==> src/rtl/vhgc_pkg.sv <==
`timescale 1ns / 1ps

package vhgc_pkg;

  // Capacity and widths
  localparam int MaxSamples     = 1024;
  localparam int SampleIdxW     = $clog2(MaxSamples);
  localparam int SampleCntW     = $clog2(MaxSamples + 1);
  localparam int MaxAlleleChars = 8;
  localparam int AlleleLenW     = $clog2(MaxAlleleChars + 2);
  localparam int AlleleTextW    = 8 * MaxAlleleChars;
  localparam int FirstSampleCol = 9;
  localparam int ColCap         = MaxSamples + 10;
  localparam int ColW           = $clog2(ColCap + 1);
  localparam int CountW         = 32;

  // Opcodes
  localparam logic OpFeed = 1'b0;
  localparam logic OpRead = 1'b1;

  // Sticky status codes
  localparam logic [2:0] ErrNone      = 3'd0;
  localparam logic [2:0] ErrNoSamples = 3'd1;
  localparam logic [2:0] ErrNoHeader  = 3'd2;
  localparam logic [2:0] ErrEmptyCall = 3'd3;
  localparam logic [2:0] ErrCapacity  = 3'd4;
  localparam logic [2:0] ErrAlleleLen = 3'd5;

  // Characters
  localparam logic [7:0] ChHash  = 8'h23;
  localparam logic [7:0] ChTab   = 8'h09;
  localparam logic [7:0] ChLf    = 8'h0A;
  localparam logic [7:0] ChCr    = 8'h0D;
  localparam logic [7:0] ChColon = 8'h3A;
  localparam logic [7:0] ChDot   = 8'h2E;
  localparam logic [7:0] ChSlash = 8'h2F;
  localparam logic [7:0] ChPipe  = 8'h7C;

  typedef struct packed {
    logic                  opcode;
    logic [7:0]            text_byte;
    logic [SampleIdxW-1:0] sample_index;
  } vhgc_in_t;

  typedef struct packed {
    logic [2:0]            status;
    logic [SampleCntW-1:0] samples_known;
    logic [CountW-1:0]     total_calls;
    logic [CountW-1:0]     het_calls;
  } vhgc_out_t;

  typedef enum logic [1:0] {
    EvNone  = 2'd0,
    EvCount = 2'd1,
    EvRead  = 2'd2
  } vhgc_ev_e;

  // Event handed from parser to counter store
  typedef struct packed {
    vhgc_ev_e              kind;
    logic                  het;
    logic [SampleIdxW-1:0] idx;
    logic [2:0]            status;
    logic [SampleCntW-1:0] samples;
  } vhgc_ev_t;

  // Header keyword "#CHROM", by position
  function automatic logic [7:0] hdr_char(input logic [2:0] pos);
    logic [7:0] c;
    case (pos)
      3'd0:    c = 8'h23;
      3'd1:    c = 8'h43;
      3'd2:    c = 8'h48;
      3'd3:    c = 8'h52;
      3'd4:    c = 8'h4F;
      3'd5:    c = 8'h4D;
      default: c = 8'h00;
    endcase
    return c;
  endfunction

endpackage

==> src/rtl/vhgc_front.sv <==
`timescale 1ns / 1ps

module vhgc_front (
  input  logic               clk_i,
  input  logic               rst_ni,
  input  logic               fire_i,
  input  vhgc_pkg::vhgc_in_t in_word_i,
  output vhgc_pkg::vhgc_ev_t ev_o
);

  localparam logic [1:0] ModeLine    = 2'd0;
  localparam logic [1:0] ModeComment = 2'd1;
  localparam logic [1:0] ModeHeader  = 2'd2;
  localparam logic [1:0] ModeData    = 2'd3;

  localparam int FlDot   = 0;
  localparam int FlCut   = 1;
  localparam int FlField = 2;
  localparam int FlGeno  = 3;

  localparam int LW = vhgc_pkg::AlleleLenW;
  localparam int TW = vhgc_pkg::AlleleTextW;
  localparam int CW = vhgc_pkg::ColW;
  localparam int SW = vhgc_pkg::SampleCntW;

  localparam logic [LW-1:0] LenMax  = LW'(vhgc_pkg::MaxAlleleChars);
  localparam logic [LW-1:0] LenOver = LW'(vhgc_pkg::MaxAlleleChars + 1);
  localparam logic [CW-1:0] ColFirst = CW'(vhgc_pkg::FirstSampleCol);
  localparam logic [CW-1:0] ColCapV  = CW'(vhgc_pkg::ColCap);
  localparam logic [SW-1:0] SampMax  = SW'(vhgc_pkg::MaxSamples);

  logic [1:0]    mode_q, mode_d;
  logic [CW-1:0] col_q, col_d;
  logic [2:0]    pos_q, pos_d;
  logic [SW-1:0] samp_q, samp_d;
  logic [TW-1:0] fa_txt_q, fa_txt_d, seg_txt_q, seg_txt_d;
  logic [LW-1:0] fa_len_q, fa_len_d, seg_len_q, seg_len_d;
  logic [3:0]    flags_q, flags_d;
  logic [7:0]    pend_q, pend_d;
  logic [2:0]    err_q, err_d;

  logic                            upd, het;
  logic [vhgc_pkg::SampleIdxW-1:0] uidx;

  // Byte parser: one byte per word
  always_comb begin
    logic [7:0]    b;
    logic          data_path, do_fin;
    logic [8:0]    len_sum;
    logic [TW-1:0] fill;
    logic [CW-1:0] idx;
    logic [CW:0]   parts;
    logic [CW:0]   add;
    mode_d    = mode_q;
    col_d     = col_q;
    pos_d     = pos_q;
    samp_d    = samp_q;
    fa_txt_d  = fa_txt_q;
    fa_len_d  = fa_len_q;
    seg_txt_d = seg_txt_q;
    seg_len_d = seg_len_q;
    flags_d   = flags_q;
    pend_d    = pend_q;
    err_d     = err_q;
    upd       = 1'b0;
    het       = 1'b0;
    uidx      = '0;
    b         = in_word_i.text_byte;
    data_path = 1'b0;
    do_fin    = 1'b0;
    len_sum   = '0;
    fill      = '0;
    idx       = '0;
    parts     = '0;
    add       = '0;

    if (in_word_i.opcode == vhgc_pkg::OpFeed && err_q == vhgc_pkg::ErrNone) begin
      case (mode_q)
        ModeLine: begin
          col_d     = '0;
          pos_d     = '0;
          pend_d    = '0;
          fa_txt_d  = '0;
          fa_len_d  = '0;
          seg_txt_d = '0;
          seg_len_d = '0;
          flags_d   = '0;
          if (b == vhgc_pkg::ChHash) begin
            mode_d          = ModeHeader;
            pos_d           = 3'd1;
            flags_d[FlField] = 1'b1;
          end else if (samp_q == '0) begin
            err_d = vhgc_pkg::ErrNoHeader;
          end else begin
            mode_d    = ModeData;
            data_path = 1'b1;
          end
        end
        ModeComment: begin
          if (b == vhgc_pkg::ChLf) mode_d = ModeLine;
        end
        ModeHeader: begin
          if (b == vhgc_pkg::ChLf) begin
            if (pos_q == 3'd7) begin
              parts = {1'b0, col_q} + (CW+1)'(flags_q[FlField]);
              if (parts < (CW+1)'(vhgc_pkg::FirstSampleCol + 1)) begin
                err_d = vhgc_pkg::ErrNoSamples;
              end else begin
                add = parts - (CW+1)'(vhgc_pkg::FirstSampleCol);
                if (add > (CW+1)'(SampMax - samp_q)) samp_d = SampMax;
                else samp_d = samp_q + SW'(add);
              end
            end
            mode_d = ModeLine;
          end else if (pos_q < 3'd6) begin
            if (b == vhgc_pkg::hdr_char(pos_q)) pos_d = pos_q + 3'd1;
            else mode_d = ModeComment;
          end else begin
            pos_d = 3'd7;
            if (b == vhgc_pkg::ChTab) begin
              if (col_q < ColCapV) col_d = col_q + CW'(1);
              flags_d[FlField] = 1'b0;
            end else begin
              flags_d[FlField] = 1'b1;
            end
          end
        end
        default: data_path = 1'b1;
      endcase

      // Data line byte
      if (data_path) begin
        if (b == vhgc_pkg::ChCr) begin
          if (pend_d != 8'hFF) pend_d = pend_d + 8'd1;
        end else if (b == vhgc_pkg::ChLf) begin
          pend_d = '0;
          do_fin = flags_d[FlField];
          mode_d = ModeLine;
        end else begin
          // held-back CRs become text
          if (pend_d != '0) begin
            flags_d[FlField] = 1'b1;
            if (col_d >= ColFirst && !flags_d[FlCut]) begin
              flags_d[FlGeno] = 1'b1;
              len_sum = 9'(seg_len_d) + 9'(pend_d);
              if (len_sum > 9'(LenMax)) begin
                seg_len_d = LenOver;
              end else begin
                for (int i = 0; i < vhgc_pkg::MaxAlleleChars; i++) begin
                  if (9'(i) < 9'(pend_d)) fill[8*i +: 8] = vhgc_pkg::ChCr;
                end
                seg_txt_d = (seg_txt_d << {pend_d[3:0], 3'b000}) | fill;
                seg_len_d = LW'(len_sum);
              end
            end
          end
          pend_d = '0;
          if (b == vhgc_pkg::ChTab) begin
            do_fin = 1'b1;
          end else begin
            flags_d[FlField] = 1'b1;
            if (col_d >= ColFirst && !flags_d[FlCut]) begin
              if (b == vhgc_pkg::ChColon) begin
                flags_d[FlCut] = 1'b1;
              end else begin
                flags_d[FlGeno] = 1'b1;
                if (b == vhgc_pkg::ChDot) flags_d[FlDot] = 1'b1;
                if (b == vhgc_pkg::ChSlash || b == vhgc_pkg::ChPipe) begin
                  if (fa_len_d == '0) begin
                    fa_txt_d = seg_txt_d;
                    fa_len_d = seg_len_d;
                  end
                  seg_txt_d = '0;
                  seg_len_d = '0;
                end else if (seg_len_d < LenMax) begin
                  seg_txt_d = {seg_txt_d[TW-9:0], b};
                  seg_len_d = seg_len_d + LW'(1);
                end else begin
                  seg_len_d = LenOver;
                end
              end
            end
          end
        end

        // Field end: judge the call
        if (do_fin) begin
          if (col_d >= ColFirst && !flags_d[FlDot]) begin
            idx = col_d - ColFirst;
            if (!flags_d[FlGeno]) begin
              err_d = vhgc_pkg::ErrEmptyCall;
            end else if ((SW+CW)'(idx) >= (SW+CW)'(samp_q)) begin
              err_d = vhgc_pkg::ErrCapacity;
            end else if (fa_len_d > LenMax || seg_len_d > LenMax) begin
              err_d = vhgc_pkg::ErrAlleleLen;
            end else begin
              upd  = 1'b1;
              uidx = idx[vhgc_pkg::SampleIdxW-1:0];
              het  = (fa_len_d != seg_len_d) || (fa_txt_d != seg_txt_d);
            end
          end
          fa_txt_d  = '0;
          fa_len_d  = '0;
          seg_txt_d = '0;
          seg_len_d = '0;
          flags_d   = '0;
          if (col_d < ColCapV) col_d = col_d + CW'(1);
        end
      end
    end
  end

  // Event for the back end
  always_comb begin
    ev_o.status  = err_d;
    ev_o.samples = samp_d;
    ev_o.het     = het;
    if (in_word_i.opcode == vhgc_pkg::OpRead) begin
      ev_o.kind = vhgc_pkg::EvRead;
      ev_o.idx  = in_word_i.sample_index;
    end else begin
      ev_o.kind = upd ? vhgc_pkg::EvCount : vhgc_pkg::EvNone;
      ev_o.idx  = uidx;
    end
  end

  // Parser state
  always_ff @(posedge clk_i or negedge rst_ni) begin
    if (!rst_ni) begin
      mode_q    <= ModeLine;
      col_q     <= '0;
      pos_q     <= '0;
      samp_q    <= '0;
      fa_txt_q  <= '0;
      fa_len_q  <= '0;
      seg_txt_q <= '0;
      seg_len_q <= '0;
      flags_q   <= '0;
      pend_q    <= '0;
      err_q     <= vhgc_pkg::ErrNone;
    end else if (fire_i) begin
      mode_q    <= mode_d;
      col_q     <= col_d;
      pos_q     <= pos_d;
      samp_q    <= samp_d;
      fa_txt_q  <= fa_txt_d;
      fa_len_q  <= fa_len_d;
      seg_txt_q <= seg_txt_d;
      seg_len_q <= seg_len_d;
      flags_q   <= flags_d;
      pend_q    <= pend_d;
      err_q     <= err_d;
    end
  end

endmodule

==> config.mk <==
export PLATFORM = sky130hd
export DESIGN_NAME = vhgc_front
export DESIGN_NICKNAME = d
export VERILOG_FILES = /design/src/rtl/vhgc_pkg.sv /design/src/rtl/vhgc_front.sv
export SDC_FILE = /design/constraint.sdc
export NUM_CORES = 1
export LEC_CHECK = 0
export ABC_AREA = 1
export BUFFER_PORTS_ARGS = -buffer_cell sky130_fd_sc_hd__buf_2
export CORE_MARGIN = 10
export CORE_UTILIZATION = 28
export DETAILED_ROUTE_END_ITERATION = 12
export GPL_TIMING_DRIVEN = 0
export PLACE_DENSITY = 0.45
export SLEW_MARGIN = 15
export SYNTH_ARGS = -nofsm -noshare
export SYNTH_HDL_FRONTEND = slang
export SYNTH_SLANG_ARGS = --single-unit
==> constraint.sdc <==
create_clock -name clk_i -period 17.2 [get_ports clk_i]
set_input_delay 2.58 -clock clk_i [delete_from_list [all_inputs] [get_ports clk_i]]
set_output_delay 2.58 -clock clk_i [all_outputs]
set_load 0.005 [all_outputs]
==> out/qor.yml <==
pwr:
  p_comb_frac: 0.344
  pwr-share-seq: 0.329
  max-vdd-ir-drop_v: 0.0000456
  p_sw_mw: 0.576
  power.density_nw_per_um2: 62.5
  netSwitchingFraction: 0.429
  finalPower_mw: 1.34
  p_leak_nw: 11.1
  internal_power_mw: 0.768
  clkPwrFrac: 0.327
grt:
  busiest_layer: "met2"
  grt_use_met1: 0.351
  grt_pass1_vias: 22300
  grt.overflow.total: 0
  grt_pass1_wl_mm: 163
  grt_max_degree: 90
  grt_use_met3: 0.0424
  grt_usage: 0.279
  antenna_found_initial: 4
  gr-usage-met2: 0.451
floorplanning:
  dieWidth_um: 283
  core_um2: 68700
  rows: 96
  ios: 49
  start_util: 0.283
  die_h_um: 283
  dieArea_um2: 80300
place:
  dp.final_hpwl_mm: 94.5
  gp_congestion: 1.02
  port_buffers: 48
  place_inst: 4315
sta:
  hold_violations: 0
  maxSlewHeadroom: 0.143
  worst_pin_slew_ns: 1.27
  fin_crit_ns: 13.26
  finalMaxSlewViolations: 0
  min_period_over_period: 0.771
  setup_viol: 0
  rsz0062_at_grt: "no"
  fmax_mhz: 75.4
  tns_ns: 0
  whs_ns: 0.528
  fin_worst_skew_ns: 0.0184
yosys:
  synthArstFlopShare: 1.00
  syn_area_per_cell_um2: 5.83
  ys_warn_count: 0
  ys_seq_area_frac: 0.229
  synthFlopType: "dfrtp_1"
  yosysTopAreaCellShare: 0.229
  synth_edf_count: 0
  syn_inst: 3334
  syn_nets: 3419
  synthTopCellsByCount: "1061 x nand2_1, 433 x inv_1, 300 x nor2_1"
  synth.area.top_cells: "dfrtp_1 23%, nand2_1 21%, inv_1 8.4%"
  synthMostInstantiatedCell: "nand2_1"
  synth.distinct_cells: 59
  yosysTopAreaCell: "dfrtp_1"
  synth-seq-cells: 178
  synthesis.area_um2: 19400
final_layout:
  multi_input_area_um2: 12500
  regArea_um2: 4450
  area_growth_syn_to_layout_pct: 10.8
  fin_util: 0.313
  final_layout_size_suffix_gt1_frac: 0.0553
  nets: 3489
  fin_cells: 4350
  num-fill-cells: 8010
setup_path:
  crit_path_start_kind: "flip-flop"
  crit_required_ns: 14.62
  critPathMaxStageDelay_ns: 0.93
  crit_type: "flip-flop to primary output"
  path_max_fanout: 10
  setup.worst_path.end_class: "primary output"
  cp_data_arrival_time_ns: 10.68
  slowest_stage: "o21ai_0"
route:
  viasPerCell: 5.47
  wl_per_cell_um: 26.8
  initialDrtViolationCount: 2813
  detail-route-antenna-nets: 0
  wirelength_mm: 117
  first_pass_iters: 8
  drcViolationCount: 0
  vias: 23800
cts:
  cts_sinks: 178
  cts_root_buf: "clkbuf_16"
  numCtsBuffers: 17
  clock_latency_ns: 0.52
  holdBufCountCts: 0
  clkTransAtPathRegs_ns: 0.09
  cts_resized: 0
  cts_tree: "done"
  clk_path_buf_depth: 2
  h-tree-depth: 4
  cts_setup_buffers: 0
worst_hold_path:
  hp-class: "flip-flop to flip-flop"
flow_run:
  drv_cap: 0
status:
  status: "complete, no violations"
## per-stage QoR
| stage | setup slack [ns] | cell area, um2 |
|---|---|---|
| 6_report | 3.94 | 21500 |
| 5_1_grt | 3.91 | 21500 |
| 4_1_cts | 4.27 | 21500 |
| 3_5_place_dp | 4.86 | 20900 |
| 3_3_place_gp | 4.71 | 20800 |
| 2_1_floorplan | 8.87 | 19400 |
## area by class of cell
cell class,count,area share
Antenna cell,2,0.000233
Buffer,183,0.0359
Clock buffer,20,0.0212
Clock inverter,12,0.00634
Inverter,453,0.0791
Multi-Input combinational cell,2520,0.581
Sequential cell,178,0.207
Tap cell,931,0.0541
Timing Repair Buffer,51,0.0149
## final timing paths
kind	from	end	slack [ns]	cells after the start
worst max register to register	mode_q[0]	seg_txt_q[58]	8.12	23
min in group asynchronous	rst_ni	samp_q[2]	1.90	1
worst min register to register	fa_txt_q[7]	fa_txt_q[7]	0.53	2
worst max-delay path	mode_q[0]	ev_o[24]	3.94	31
max in group asynchronous	rst_ni	seg_txt_q[42]	14.50	2
worst min-delay path	fa_txt_q[7]	fa_txt_q[7]	0.53	2
## logic make-up after synthesis
logic type,count (synthesis),synth area share
simple gates,1676,0.358
xor+xnor,55,0.0248
mux,1,0.000515
fa+ha+maj,63,0.0414
buf+inv,636,0.127
flops,178,0.229
compound gates,725,0.219
## power groups by stage
| stage | clock network, mW | logic [mW] | registers [mW] |
|---|---|---|---|
| 2_1_floorplan | 0 | 0.273 | 0.447 |
| 3_3_place_gp | 0 | 0.450 | 0.451 |
| 3_5_place_dp | 0 | 0.449 | 0.451 |
| 4_1_cts | 0.444 | 0.451 | 0.442 |
| 5_1_grt | 0.458 | 0.500 | 0.444 |
| 6_report | 0.439 | 0.463 | 0.442 |
## sequential cells by signal (all words and copies together) (netlist names)
name and cells:
pos_q 3, samp_q 11, pend_q 8, mode_q 2
flags_q 4, seg_len_q 4, err_q 3, col_q 11
fa_txt_q 64, seg_txt_q 64, fa_len_q 4
## layout by cell type (no fill, tap or decap), types with 5 or more instances in the layout
master	netlist	routed
nor3_1	17	17
clkbuf_1	133	134
nand2_2	15	15
inv_6	0	5
nor2_2	5	5
or2_2	5	5
buf_2	32	79
a31oi_1	43	43
o211ai_1	21	21
xor2_1	48	48
nand3b_1	6	6
ha_1	61	61
xnor2_1	7	7
a21oi_1	158	158
buf_1	10	10
clkbuf_16	0	17
nor2_1	300	300
a22oi_1	132	132
nand3_1	197	197
o21ai_0	272	270
inv_2	14	14
o21ai_1	29	31
o22ai_1	24	24
nor4_1	11	10
inv_1	433	433
o31ai_1	7	7
dfrtp_1	178	178
nor2_4	6	6
clkinv_1	5	5
nand4_1	37	37
a32oi_1	5	5
nand2_1	1061	1061
## worst max-delay path: cells and delay by family, from the launching register on
family | cells | cell delay (ns)
DFF | 1 | 0.43
adders and majority gates | 3 | 1.23
buffers and inverters | 10 | 4.35
and+or+nand+nor | 15 | 2.43
AOI/OAI and AO/OA | 3 | 1.66
## per-layer routing
metal  part of all wire  vias up
met5            0.00012        -
met3              0.069      248
met2               0.45     1144
met1               0.42    11400
li1                   -    11000
met4              0.063        2
Note: power is estimated with default switching activity, not from simulation.
