## config.mk

```make
export PLATFORM = sky130hd
export DESIGN_NAME = vhgc_fifo
export DESIGN_NICKNAME = d
export VERILOG_FILES = /design/src/rtl/vhgc_pkg.sv /design/src/rtl/vhgc_fifo.sv
export SDC_FILE = /design/constraint.sdc
export NUM_CORES = 1
export LEC_CHECK = 0
export BUFFER_PORTS_ARGS = -buffer_cell sky130_fd_sc_hd__buf_4
export CAP_MARGIN = 10
export CORE_MARGIN = 5
export CORE_UTILIZATION = 50
export DETAILED_ROUTE_END_ITERATION = 8
export PLACE_DENSITY = 0.71
export SETUP_SLACK_MARGIN = 0.3
export SLEW_MARGIN = 20
export SYNTH_ARGS = -nofsm -noshare
export SYNTH_HDL_FRONTEND = slang
export SYNTH_SLANG_ARGS = --single-unit
```

## constraint.sdc

```tcl
create_clock -name clk_i -period 2.2 [get_ports clk_i]
set_input_delay 0.66 -clock clk_i [delete_from_list [all_inputs] [get_ports clk_i]]
set_output_delay 0.66 -clock clk_i [all_outputs]
set_load 0.02 [all_outputs]
```

## src/rtl/vhgc_pkg.sv

```systemverilog
`timescale 1ns / 1ps

package vhgc_pkg;

  // Capacity and widths
  localparam int MaxSamples     = 1024;
  localparam int SampleIdxW     = $clog2(MaxSamples);
  localparam int SampleCntW     = $clog2(MaxSamples + 1);
  localparam int MaxAlleleChars = 8;
  localparam int AlleleLenW     = $clog2(MaxAlleleChars + 2);
  localparam int AlleleTextW    = 8 * MaxAlleleChars;
  localparam int FirstSampleCol = 9;
  localparam int ColCap         = MaxSamples + 10;
  localparam int ColW           = $clog2(ColCap + 1);
  localparam int CountW         = 32;

  // Opcodes
  localparam logic OpFeed = 1'b0;
  localparam logic OpRead = 1'b1;

  // Sticky status codes
  localparam logic [2:0] ErrNone      = 3'd0;
  localparam logic [2:0] ErrNoSamples = 3'd1;
  localparam logic [2:0] ErrNoHeader  = 3'd2;
  localparam logic [2:0] ErrEmptyCall = 3'd3;
  localparam logic [2:0] ErrCapacity  = 3'd4;
  localparam logic [2:0] ErrAlleleLen = 3'd5;

  // Characters
  localparam logic [7:0] ChHash  = 8'h23;
  localparam logic [7:0] ChTab   = 8'h09;
  localparam logic [7:0] ChLf    = 8'h0A;
  localparam logic [7:0] ChCr    = 8'h0D;
  localparam logic [7:0] ChColon = 8'h3A;
  localparam logic [7:0] ChDot   = 8'h2E;
  localparam logic [7:0] ChSlash = 8'h2F;
  localparam logic [7:0] ChPipe  = 8'h7C;

  typedef struct packed {
    logic                  opcode;
    logic [7:0]            text_byte;
    logic [SampleIdxW-1:0] sample_index;
  } vhgc_in_t;

  typedef struct packed {
    logic [2:0]            status;
    logic [SampleCntW-1:0] samples_known;
    logic [CountW-1:0]     total_calls;
    logic [CountW-1:0]     het_calls;
  } vhgc_out_t;

  typedef enum logic [1:0] {
    EvNone  = 2'd0,
    EvCount = 2'd1,
    EvRead  = 2'd2
  } vhgc_ev_e;

  // Event handed from parser to counter store
  typedef struct packed {
    vhgc_ev_e              kind;
    logic                  het;
    logic [SampleIdxW-1:0] idx;
    logic [2:0]            status;
    logic [SampleCntW-1:0] samples;
  } vhgc_ev_t;

  // Header keyword "#CHROM", by position
  function automatic logic [7:0] hdr_char(input logic [2:0] pos);
    logic [7:0] c;
    case (pos)
      3'd0:    c = 8'h23;
      3'd1:    c = 8'h43;
      3'd2:    c = 8'h48;
      3'd3:    c = 8'h52;
      3'd4:    c = 8'h4F;
      3'd5:    c = 8'h4D;
      default: c = 8'h00;
    endcase
    return c;
  endfunction

endpackage

```

## src/rtl/vhgc_fifo.sv

```systemverilog
`timescale 1ns / 1ps

module vhgc_fifo (
  input  logic               clk_i,
  input  logic               rst_ni,
  input  logic               push_i,
  input  vhgc_pkg::vhgc_ev_t push_ev_i,
  input  logic               pop_i,
  output vhgc_pkg::vhgc_ev_t head_o,
  output logic               empty_o,
  output logic               full_o
);

  vhgc_pkg::vhgc_ev_t ent_q [4];
  logic [1:0] wr_q, rd_q;
  logic [2:0] cnt_q;

  assign head_o  = ent_q[rd_q];
  assign empty_o = (cnt_q == 3'd0);
  assign full_o  = (cnt_q == 3'd4);

  // Entry storage
  always_ff @(posedge clk_i) begin
    if (push_i) ent_q[wr_q] <= push_ev_i;
  end

  // Pointers and fill level
  always_ff @(posedge clk_i or negedge rst_ni) begin
    if (!rst_ni) begin
      wr_q  <= '0;
      rd_q  <= '0;
      cnt_q <= '0;
    end else begin
      if (push_i) wr_q <= wr_q + 2'd1;
      if (pop_i)  rd_q <= rd_q + 2'd1;
      cnt_q <= cnt_q + 3'(push_i) - 3'(pop_i);
    end
  end

endmodule

```

==> impl_results.md, run 1 <==
- I/O pin count: 60
- Die footprint: ~11,000 µm²
- Final setup fails: 27
- Synth async-reset ratio: under 10%
- Longest Clk Path Bufs: 2
- Worst rel slew slack: about four fifths
- P&R area growth vs syn: 33.6%
- Worst setup margin: -0.296 ns
- Row Count: 33
- Drt pass-1 iters: 6
- Die H: approximately 100 µm
- Post-DP HPWL: roughly 4700 µm
- Worst slew pin tran: just over 0.3 ns
- Global-route wire length before repair: 12,200 µm
- Post-synth EDFFs: ~110
- Nets@finish: slightly above 300
- Yosys Warn Count: 0
- Failing checks: negative setup slack
- Worst r2r dst: cnt_q[2]$_DFF_PN0_
- Synth top area share: between 70% and 80%
- Area leader, netlist: edfxtp_1
- Worst Hold Class: input pin to flop
- Clock-pin slew on the worst setup and hold paths: about 0.050 ns
- PwrDens: roughly 1500 nW/µm²
- Period minus WS final: 2.50 ns
- CP Capture Point: head_o[17]
- Leak pwr: between 2 and 2.5 nW
- Main synth FF type: edfxtp_1
- RSZ-0062 raised after global routing: yes
- Status: finished with violations
- RD Place Congestion: 0.715
- Peak VDD IR: slightly above 0.0009 V
- Reg-to-reg slack, setup: between 0.4 and 0.5 ns
- Skew-Pair Late Insertion Delay: ~0.50 ns
- Clk_skew: approximately 0.005 ns
- Mapped Area: 4290 µm²
- Final hold violations: 0
- Crit path max fanout: 5
- Routed Antenna Nets: 0
- Synth Net Count: ~210
- Switch share: approximately 28%
- CTS tree: built
- CP Class: flop to output pin
- Hold Slack: around 0.36 ns
- Die X: 103 µm
- CP Capture Type: output pin
- Int Pwr: 0.00619 W
- Max cap viols: 0
- Layout cells sized above 1: 49.3%
- Combinational share of power: roughly a third
- Via count of the first global-routing pass: 2,310
- Simple-gate portion of the synthesized area: under 10%
- Starting Density: between 50 and 60%
- Count of cell types in the netlist: 18
- Synth Area in Compound Gates: less than 1%
- Antenna violations before repair: 0
- Largest net degree at the start of global routing: 24
- Root buf cell: clkbuf_8
- Wire per inst: ~20 µm
- Synth area leaders: edfxtp_1 76%, mux4_2 14%, dfrtp_1 4.1%, ha_1 1.7%, mux4_1 0.61%
- Ant diodes: 0
- Pwr Total: between 0.008 and 0.009 W
- Combinational family with the most area after synthesis: multiplexers
- Sequential Power Share: 35.0%
- First DRT Iteration DRCs: about 170
- H-tree depth: 4
- Clock network power share: 29.8%
- Post-synth top cells: 108 x edfxtp_1, 26 x mux4_2, 7 x dfrtp_1
- Post-layout util: between 60% and 70%
- DR DRC count: 0
- Setup_tns: -7.24 ns
- Area share of fa/ha/maj cells after synthesis: about 2.2%
- GRT Overall Usage: between 10% and 20%
- Top-count cell post-synth: edfxtp_1
- Syn_area_per_cell: about 25 µm²
- Fmax: ~400 MHz
- Synth Area in XOR/XNOR: 1.02%
- Core Area: about 8300 µm²
- Cells after Synth: 175
- P_sw: 0.00245 W
- Max-slew violations: 0
- Via count: ~2,000
- # port buffers: 59
- Total Wirelength: 7730 µm
- CP Launch Point: rd_q[0]$_DFFE_PN0P_
- Flop and latch count out of synthesis: between 100 and 150
- Final Instance Area: ~5700 µm²
- Num CTS Buffers: 17
- Sequential area share after synthesis: roughly 80%
- Cells on worst reg2reg path: 7
- CP arrival: roughly 1.8 ns
- CP Launch Type: flop
- Mux share of post-synthesis cell area: 14.2%
- Data required time at the worst endpoint: around 1.5 ns
- Fin crit share: 113%
- CTS sink cnt: about 120
- GR Overflow Total: 0
- Via/cell ratio: about 5.3
- DP Area: 4940 µm²
- R2R Path Start: cnt_q[0]$_DFF_PN0_
critical path, cell delays in order, from the launching register on:
cell	delay [ns]
dfrtp_2	0.38
buf_12	0.15
buf_12	0.13
mux4_2	0.52
buf_6	0.15
what timing repair did:
action	4_1_cts	5_1_grt
setup buffers	7	0
gates resized for setup	27	2
cloned	2	0
hold endpoints to repair	7	0
endpoints found under the setup margin	29	29
pin swaps	1	1
hold buffers	1	0
placed cells by master, fill, tap and decap left out, drive strengths merged:
master	Yosys	final
and3	1	1
fa	1	1
nor3	1	1
and2	4	4
nand2	2	2
o21ai	1	1
clkbuf	0	19
dfrtp	7	7
ha	6	6
dlygate4sd3	0	1
clkinvlp	0	2
mux4	27	27
buf	6	80
xnor2	2	2
bufinv	0	3
xor2	3	3
edfxtp	108	108
inv	6	6
clkinv	0	8
metal layers:
metal	vias up	GRT usage (%)	part of all wire, %	routed length, µm
met1	1061	19.8	41	3140
li1	914	-	-	-
met3	6	5.89	6.3	486
met2	62	27.5	52	4040
met5	-	0	0	0
met4	0	5.75	0.76	59
through the flow:
step | worst slack [ns] | std cells
2_1_floorplan | 0.315 | 175
3_3_place_gp | 0.0995 | 345
3_5_place_dp | 0.103 | 345
4_1_cts | -0.326 | 387
5_1_grt | -0.376 | 387
6_report | -0.296 | 387
worst min path at each step:
stage          depth (start not counted)          start                      to
6_report                               1   push_ev_i[2]   ent_q[0][2]$_DFFE_PP_
3_5_place_dp                           1         rst_ni      cnt_q[1]$_DFF_PN0_
4_1_cts                                1   push_ev_i[8]   ent_q[2][8]$_DFFE_PP_
5_1_grt                                1  push_ev_i[21]  ent_q[2][21]$_DFFE_PP_
3_3_place_gp                           1         rst_ni      cnt_q[2]$_DFF_PN0_
2_1_floorplan                          0         rst_ni      cnt_q[0]$_DFF_PN0_
flip-flops by register name, summed over array words and instances, names as in the netlist:
name and count:
cnt_q 3, ent_q 108, rd_q 2, wr_q 2
power groups by stage:
stage	Combinational [W]	Sequential (W)	Clock, W
global placement	0.00251	0.00307	0
CTS	0.00308	0.00302	0.00262
detailed placement	0.00254	0.00309	0
finish	0.00304	0.00302	0.00257
global route	0.00324	0.00306	0.00274
floorplan	0.00164	0.00301	0
final cells by class:
cell class / instances / area [µm²]
inverter: 6 / 22.5
tap: 105 / 131
clock inverter: 13 / 141
timing repair buffer: 81 / 796
fill: 528 / 2560
multi-input combinational: 48 / 806
sequential: 115 / 3420
clock buffer: 19 / 422
cell families after synthesis:
logic type,after synthesis
AOI/OAI and AO/OA,1
adders and majority gates,7
muxes,27
and+or+nand+nor,8
DFF,115
xor gates and xnor gates,5
buffers and inverters,12
Power figures use the tool's default switching activity.
==> run 2, diff against run 1 <==
--- a/config.mk
+++ b/config.mk
@@ -10,6 +10,7 @@
 export CORE_MARGIN = 5
 export CORE_UTILIZATION = 50
 export DETAILED_ROUTE_END_ITERATION = 8
+export MAX_ROUTING_LAYER = met4
 export PLACE_DENSITY = 0.71
 export SETUP_SLACK_MARGIN = 0.3
 export SLEW_MARGIN = 20
==> run 2 against run 1 <==
Net effect:
- the run still ends with negative setup slack left
- critical path depth did not move
- clock power about the same
- utilization is the same
- clock-buffer cell count stayed put
- critical endpoint unchanged
- largest power group unchanged
==> impl_results.md, run 2 (synthesis results as in run 1) <==
- Via count: 2,049 (was 2,043)
- RSZ-0062 raised after global routing: yes (unchanged)
- Via count of the first global-routing pass: 2,318 (was 2,310)
- Core Area: 8300 µm² (unchanged)
- Fin crit share: 114% (was 113%)
- Leak pwr: 2.10 nW (unchanged)
- Die H: 103 µm (unchanged)
- Final hold violations: 0 (unchanged)
- Die X: 103 µm (unchanged)
- H-tree depth: 4 (unchanged)
- First DRT Iteration DRCs: 138 (was 165)
- Final non-filler cell total: 387 (unchanged)
- Period minus WS final: 2.50 ns (about the same)
- RD Place Congestion: 0.724 (was 0.715)
- CTS tree: built (unchanged)
- Clk_skew: 0.00643 ns (was 0.00486 ns)
- Routed Antenna Nets: 0 (unchanged)
- Max cap viols: 0 (unchanged)
- Clock-pin slew on the worst setup and hold paths: 0.05 ns (about the same)
- Row Count: 33 (unchanged)
- Most frequent cell on the critical path: buf_12 (unchanged)
- Nets@finish: 307 (unchanged)
- Final setup fails: 27 (unchanged)
- DP Worst Slack: 0.103 ns (unchanged)
- Met1 wire length: 3120 µm (was 3140 µm)
- Ant diodes: 0 (unchanged)
- WL met2: 4050 µm (was 4040 µm)
- Crit path max fanout: 5 (unchanged)
- DR DRC count: 0 (unchanged)
- Setup_tns: -7.36 ns (was -7.24 ns)
- Commonest non-fill, non-tap cells in the layout: 108 x edfxtp_1, 51 x buf_4, 27 x mux4_2 (unchanged)
- CP arrival: 1.84 ns (about the same)
- Starting Density: 51.7% (unchanged)
- PwrDens: 1510 nW/µm² (about the same)
- Peak VDD IR: 0.000921 V (was 0.000920 V)
- GRT Overall Usage: 16.9% (was 16.4%)
- Worst slew pin tran: 0.310 ns (about the same)
- CP Launch Type: flop (unchanged)
- Num CTS Buffers: 17 (unchanged)
- CP Capture Type: output pin (unchanged)
- GR Overflow Total: 0 (unchanged)
- Worst rel slew slack: 79.3% (about the same)
- Top Registers: ent_q: 108 flops, cnt_q: 3 flops (unchanged)
- Filler Cell Count: 528 (unchanged)
- Layout cells sized above 1: 49.3% (unchanged)
- Largest Register: ent_q (unchanged)
- P&R area growth vs syn: 33.6% (unchanged)
- Area of the multi-input gates: 806 µm² (unchanged)
- Max FFs per register: 108 (unchanged)
- I/O pin count: 60 (unchanged)
- Final Instance Area: 5740 µm² (unchanged)
- Crit path largest cell delay: 0.52 ns (about the same)
- # port buffers: 59 (unchanged)
- Post-DP HPWL: 4750 µm (unchanged)
- Total Wirelength: 7710 µm (was 7730 µm)
- Largest net degree at the start of global routing: 24 (unchanged)
- Longest Clk Path Bufs: 2 (unchanged)
- Register area: 3420 µm² (unchanged)
- DP Area: 4940 µm² (unchanged)
- Worst path slowest cell: mux4_2 (unchanged)
- Buf/Inv on CP: 3 (unchanged)
- CTS sink cnt: 115 (unchanged)
- Highest metal used: met4 (unchanged)
- Failing checks: negative setup slack (unchanged)
- Placed cell count: 345 (unchanged)
- CP Class: flop to output pin (unchanged)
- Drt pass-1 iters: 6 (unchanged)
- Commonest non-fill, non-tap cell in the layout: edfxtp_1 (unchanged)
- Reg-to-reg slack, setup: 0.50 ns (was 0.49 ns)
- Worst setup margin: -0.300 ns (was -0.296 ns)
- CP Cell Sequence: buf_12 > buf_12 > mux4_2 > buf_6 (unchanged)
- Root buf cell: clkbuf_8 (unchanged)
- Worst Hold Class: input pin to flop (unchanged)
- Status: finished with violations (unchanged)
- Via/cell ratio: 5.29 (was 5.28)
- Fmax: 400 MHz (was 401 MHz)
- Data required time at the worst endpoint: 1.54 ns (about the same)
- Wire per inst: 19.9 µm (was 20.0 µm)
- Antenna violations before repair: 0 (unchanged)
- Max-slew violations: 0 (unchanged)
- Skew-Pair Late Insertion Delay: 0.50 ns (about the same)
- Pwr Total: 0.00864 W (about the same)
- Top delay family on crit path: multiplexers (unchanged)
- Metal3 WL: 492 µm (was 486 µm)
- Global-route wire length before repair: 12,200 µm (unchanged)
- Die footprint: 10,500 µm² (unchanged)
[run 2: cell counts in the layout (fill, tap and decap cells not counted)]
No cell type changed its count.
[run 2: worst paths after layout]
path                                          start                    end  cells after the start
min in group asynchronous                    rst_ni     cnt_q[2]$_DFF_PN0_                      2
worst min-delay path                   push_ev_i[3]  ent_q[3][3]$_DFFE_PP_                      1
worst max-delay path            rd_q[0]$_DFFE_PN0P_             head_o[17]                      4
max in group asynchronous                    rst_ni    rd_q[0]$_DFFE_PN0P_                      2
worst min register to register  wr_q[0]$_DFFE_PN0P_    wr_q[0]$_DFFE_PN0P_                      1
worst max register to register   cnt_q[0]$_DFF_PN0_     cnt_q[2]$_DFF_PN0_                      7
[run 2: per-layer routing]
metal  vias to the layer above  track usage [%]
li1                        914                -
met1                      1063             20.0
met2                        66             27.6
met3                         6             5.82
met4                         0             5.45
met5                         -                -
[run 2: final cells by class]
type                    count  share of cell area (%)
clock buffers              19                    7.35
clock inverters            13                    2.46
inverters                   6                   0.392
multi-input cells          48                    14.0
flip-flops and latches    115                    59.6
well taps                 105                    2.29
repair buffers             81                    13.9
[run 2: what timing repair did]
action,4_1_cts,5_1_grt
setup buffers,7,0
gates cloned,2,0
pin swaps,1,1
hold buffers,1,0
endpoints found under the hold margin,7,0
setup endpoints to repair,29,29
gates resized for setup,27,2
[run 2: per-stage QoR]
| step | utilization, % | hold slack, ns |
|---|---|---|
| 2_1_floorplan | - | 0.364 |
| 3_3_place_gp | 59.6 | 0.479 |
| 3_5_place_dp | 59.6 | 0.482 |
| 4_1_cts | 69.1 | 0.333 |
| 5_1_grt | 69.1 | 0.330 |
| 6_report | 69.1 | 0.360 |
[run 2: power by group]
part / total (W) / internal [W] / leakage [nW] / switching (W)
logic: 0.00304 / 0.00161 / 0.750 / 0.00143
clock network: 0.00257 / 0.00170 / 0.274 / 0.000876
registers: 0.00302 / 0.00288 / 1.07 / 0.000138
[run 2: worst reg2reg max path, delay by kind of cell, from the launching register on]
family	cells	cell delay (ns)
adder cells (fa/ha/maj)	3	0.84
XOR/XNOR	2	0.29
buffers and inverters	2	0.10
flip-flops	1	0.37
==> run 3, diff against run 2 <==
--- a/config.mk
+++ b/config.mk
@@ -8,10 +8,11 @@
 export BUFFER_PORTS_ARGS = -buffer_cell sky130_fd_sc_hd__buf_4
 export CAP_MARGIN = 10
 export CORE_MARGIN = 5
-export CORE_UTILIZATION = 50
+export CORE_UTILIZATION = 45
+export CTS_BUF_LIST = sky130_fd_sc_hd__clkbuf_4 sky130_fd_sc_hd__clkbuf_8
 export DETAILED_ROUTE_END_ITERATION = 8
 export MAX_ROUTING_LAYER = met4
-export PLACE_DENSITY = 0.71
+export PLACE_DENSITY = 0.65
 export SETUP_SLACK_MARGIN = 0.3
 export SLEW_MARGIN = 20
 export SYNTH_ARGS = -nofsm -noshare
==> run 3 against run 2 <==
Net effect:
- die area rose by 10%
- the run still ends with negative setup slack left
- first-iteration DRC count shrank 12%
- non-clock buffer count down 8
- largest power group is now sequential cells
==> impl_results.md, run 3 (synthesis results as in run 1) <==
- Period minus WS final: 2.39 ns (was 2.50 ns)
- Wire per inst: 17.6 µm (was 19.9 µm)
- Worst rel slew slack: 78.8% (was 79.3%)
- Ant diodes: 0 (unchanged)
- Post-DP HPWL: 4560 µm (was 4750 µm)
- Drt pass-1 iters: 6 (unchanged)
- Num CTS Buffers: 17 (unchanged)
- Max FFs per register: 108 (unchanged)
- Failing checks: negative setup slack (unchanged)
- Commonest non-fill, non-tap cell in the layout: edfxtp_1 (unchanged)
- Int Pwr: 0.00541 W (was 0.00619 W)
- Worst slew pin tran: 0.318 ns (was 0.310 ns)
- Final setup fails: 27 (unchanged)
- GRT Overall Usage: 13.9% (was 16.9%)
- CP Cell Sequence: buf_4 > clkbuf_16 > mux4_2 > buf_6 (was buf_12 > buf_12 > mux4_2 > buf_6)
- DP Worst Slack: 0.129 ns (was 0.103 ns)
- Worst path slowest cell: mux4_2 (unchanged)
- Top delay family on crit path: multiplexers (unchanged)
- Worst setup margin: -0.191 ns (was -0.300 ns)
- CP Class: flop to output pin (unchanged)
- CP Launch Type: flop (unchanged)
- Total Wirelength: 7100 µm (was 7710 µm)
- Max cap viols: 0 (unchanged)
- Clock-pin slew on the worst setup and hold paths: 0.07 ns (was 0.05 ns)
- Via count: 1,949 (was 2,049)
- Root buf cell: clkbuf_8 (unchanged)
- GR Overflow Total: 0 (unchanged)
- Count of hold-fix buffers inserted at cts: 0 (was 1)
- Via/cell ratio: 4.84 (was 5.29)
- Via count of the first global-routing pass: 2,183 (was 2,318)
- PwrDens: 1410 nW/µm² (was 1510 nW/µm²)
- CP Capture Type: output pin (unchanged)
- Data required time at the worst endpoint: 1.54 ns (about the same)
- Clock network power share: 23.9% (was 29.8%)
- P&R area growth vs syn: 28.9% (was 33.6%)
- Sequential Power Share: 38.7% (was 35.0%)
- Switch share: 30.6% (was 28.3%)
- Crit path max fanout: 4 (was 5)
- CP arrival: 1.73 ns (was 1.84 ns)
- Status: finished with violations (unchanged)
- Max-slew violations: 0 (unchanged)
- Top Registers: ent_q: 108 flops, cnt_q: 3 flops (unchanged)
- Skew-Pair Late Insertion Delay: 0.40 ns (was 0.50 ns)
- Starting Density: 46.3% (was 51.7%)
- H-tree depth: 4 (unchanged)
- Fmax: 418 MHz (was 400 MHz)
- Die H: 108 µm (was 103 µm)
- First DRT Iteration DRCs: 122 (was 138)
- Setup_tns: -4.30 ns (was -7.36 ns)
- Die footprint: 11,600 µm² (was 10,500 µm²)
- DR DRC count: 0 (unchanged)
- Filler Cell Count: 674 (was 528)
- Antenna violations before repair: 0 (unchanged)
- RSZ-0062 raised after global routing: yes (unchanged)
- Peak VDD IR: 0.000740 V (was 0.000921 V)
- CTS tree: built (unchanged)
- Longest Clk Path Bufs: 2 (unchanged)
- Leak pwr: 1.98 nW (was 2.10 nW)
- # port buffers: 59 (unchanged)
- Commonest non-fill, non-tap cells in the layout: 108 x edfxtp_1, 39 x buf_4, 28 x buf_6 (was 108 x edfxtp_1, 51 x buf_4, 27 x mux4_2)
- Crit path largest cell delay: 0.51 ns (was 0.52 ns)
- Row Count: 35 (was 33)
- Fin crit share: 109% (was 114%)
- Global-route wire length before repair: 11,400 µm (was 12,200 µm)
- Layout cells sized above 1: 50.0% (was 49.3%)
- Core Area: 9280 µm² (was 8300 µm²)
- I/O pin count: 60 (unchanged)
- Routed Antenna Nets: 0 (unchanged)
- Worst Hold Class: input pin to asynchronous set/reset pin (was input pin to flop)
- CTS sink cnt: 115 (unchanged)
- Final hold violations: 0 (unchanged)
- Nets@finish: 299 (was 307)
- Buf/Inv on CP: 3 (unchanged)
- P_sw: 0.00239 W (was 0.00245 W)
- RD Place Congestion: 0.698 (was 0.724)
- Die X: 108 µm (was 103 µm)
- Clk_skew: 0.00558 ns (was 0.00643 ns)
- Largest net degree at the start of global routing: 24 (unchanged)
- Largest Register: ent_q (unchanged)
- Combinational share of power: 37.4% (was 35.2%)
==> run 3: cell type report <==
type                            instances  area, µm²  area share, %
Tap cell                              129        161           2.92
Multi-Input combinational cell         48        806           14.6
Clock buffer                           17        234           4.23
Inverter                                6       22.5          0.407
Sequential cell                       115       3420           61.8
Timing Repair Buffer                   73        733           13.2
Clock inverter                         15        158           2.85
==> run 3: power by group through the flow <==
stage          clock network (W)  logic [W]  registers, W
6_report                 0.00187    0.00292       0.00302
5_1_grt                  0.00203    0.00312       0.00306
4_1_cts                  0.00191    0.00289       0.00301
3_5_place_dp                   0    0.00258       0.00306
3_3_place_gp                   0    0.00257       0.00304
2_1_floorplan                  0    0.00164       0.00301
==> run 3: worst paths after layout <==
kind                                     start               endpoint  slack, ns  cells after the start
setup / recovery           rd_q[0]$_DFFE_PN0P_             head_o[24]      -0.19                      4
hold / removal                          rst_ni     cnt_q[0]$_DFF_PN0_       0.05                      1
setup reg to reg            cnt_q[0]$_DFF_PN0_     cnt_q[2]$_DFF_PN0_       0.50                      7
hold reg to reg             cnt_q[2]$_DFF_PN0_     cnt_q[2]$_DFF_PN0_       0.53                      1
max in group asynchronous               rst_ni    rd_q[0]$_DFFE_PN0P_       2.01                      1
min in group clk_i                push_ev_i[3]  ent_q[1][3]$_DFFE_PP_       0.45                      1
==> run 3: repair_timing <==
| item | 4_1_cts | 5_1_grt |
|---|---|---|
| setup endpoints to repair | 28 | 29 |
| buffers inserted | 2 | 1 |
| gates cloned | 0 | 1 |
| resized for setup | 30 | 6 |
| hold endpoints to repair | 0 | 0 |
==> run 3: routing by layer <==
layer	vias to the layer above	routed length (µm)	global-route usage, %
met1	994	3020	16.4
met4	0	64	5.14
li1	902	-	-
met5	-	0	-
met2	47	3700	22.1
met3	6	311	4.80
==> run 3: metrics by stage <==
stage	std cells	utilization, %	cell area [µm²]	total power [W]	hold WS (ns)
floorplan	175	-	4290	0.00465	0.364
global placement	367	53.5	4970	0.00561	0.477
detailed placement	367	53.5	4970	0.00564	0.477
CTS	401	59.1	5480	0.00782	0.0242
global route	403	59.6	5530	0.00820	0.0150
finish	403	59.6	5530	0.00780	0.0538
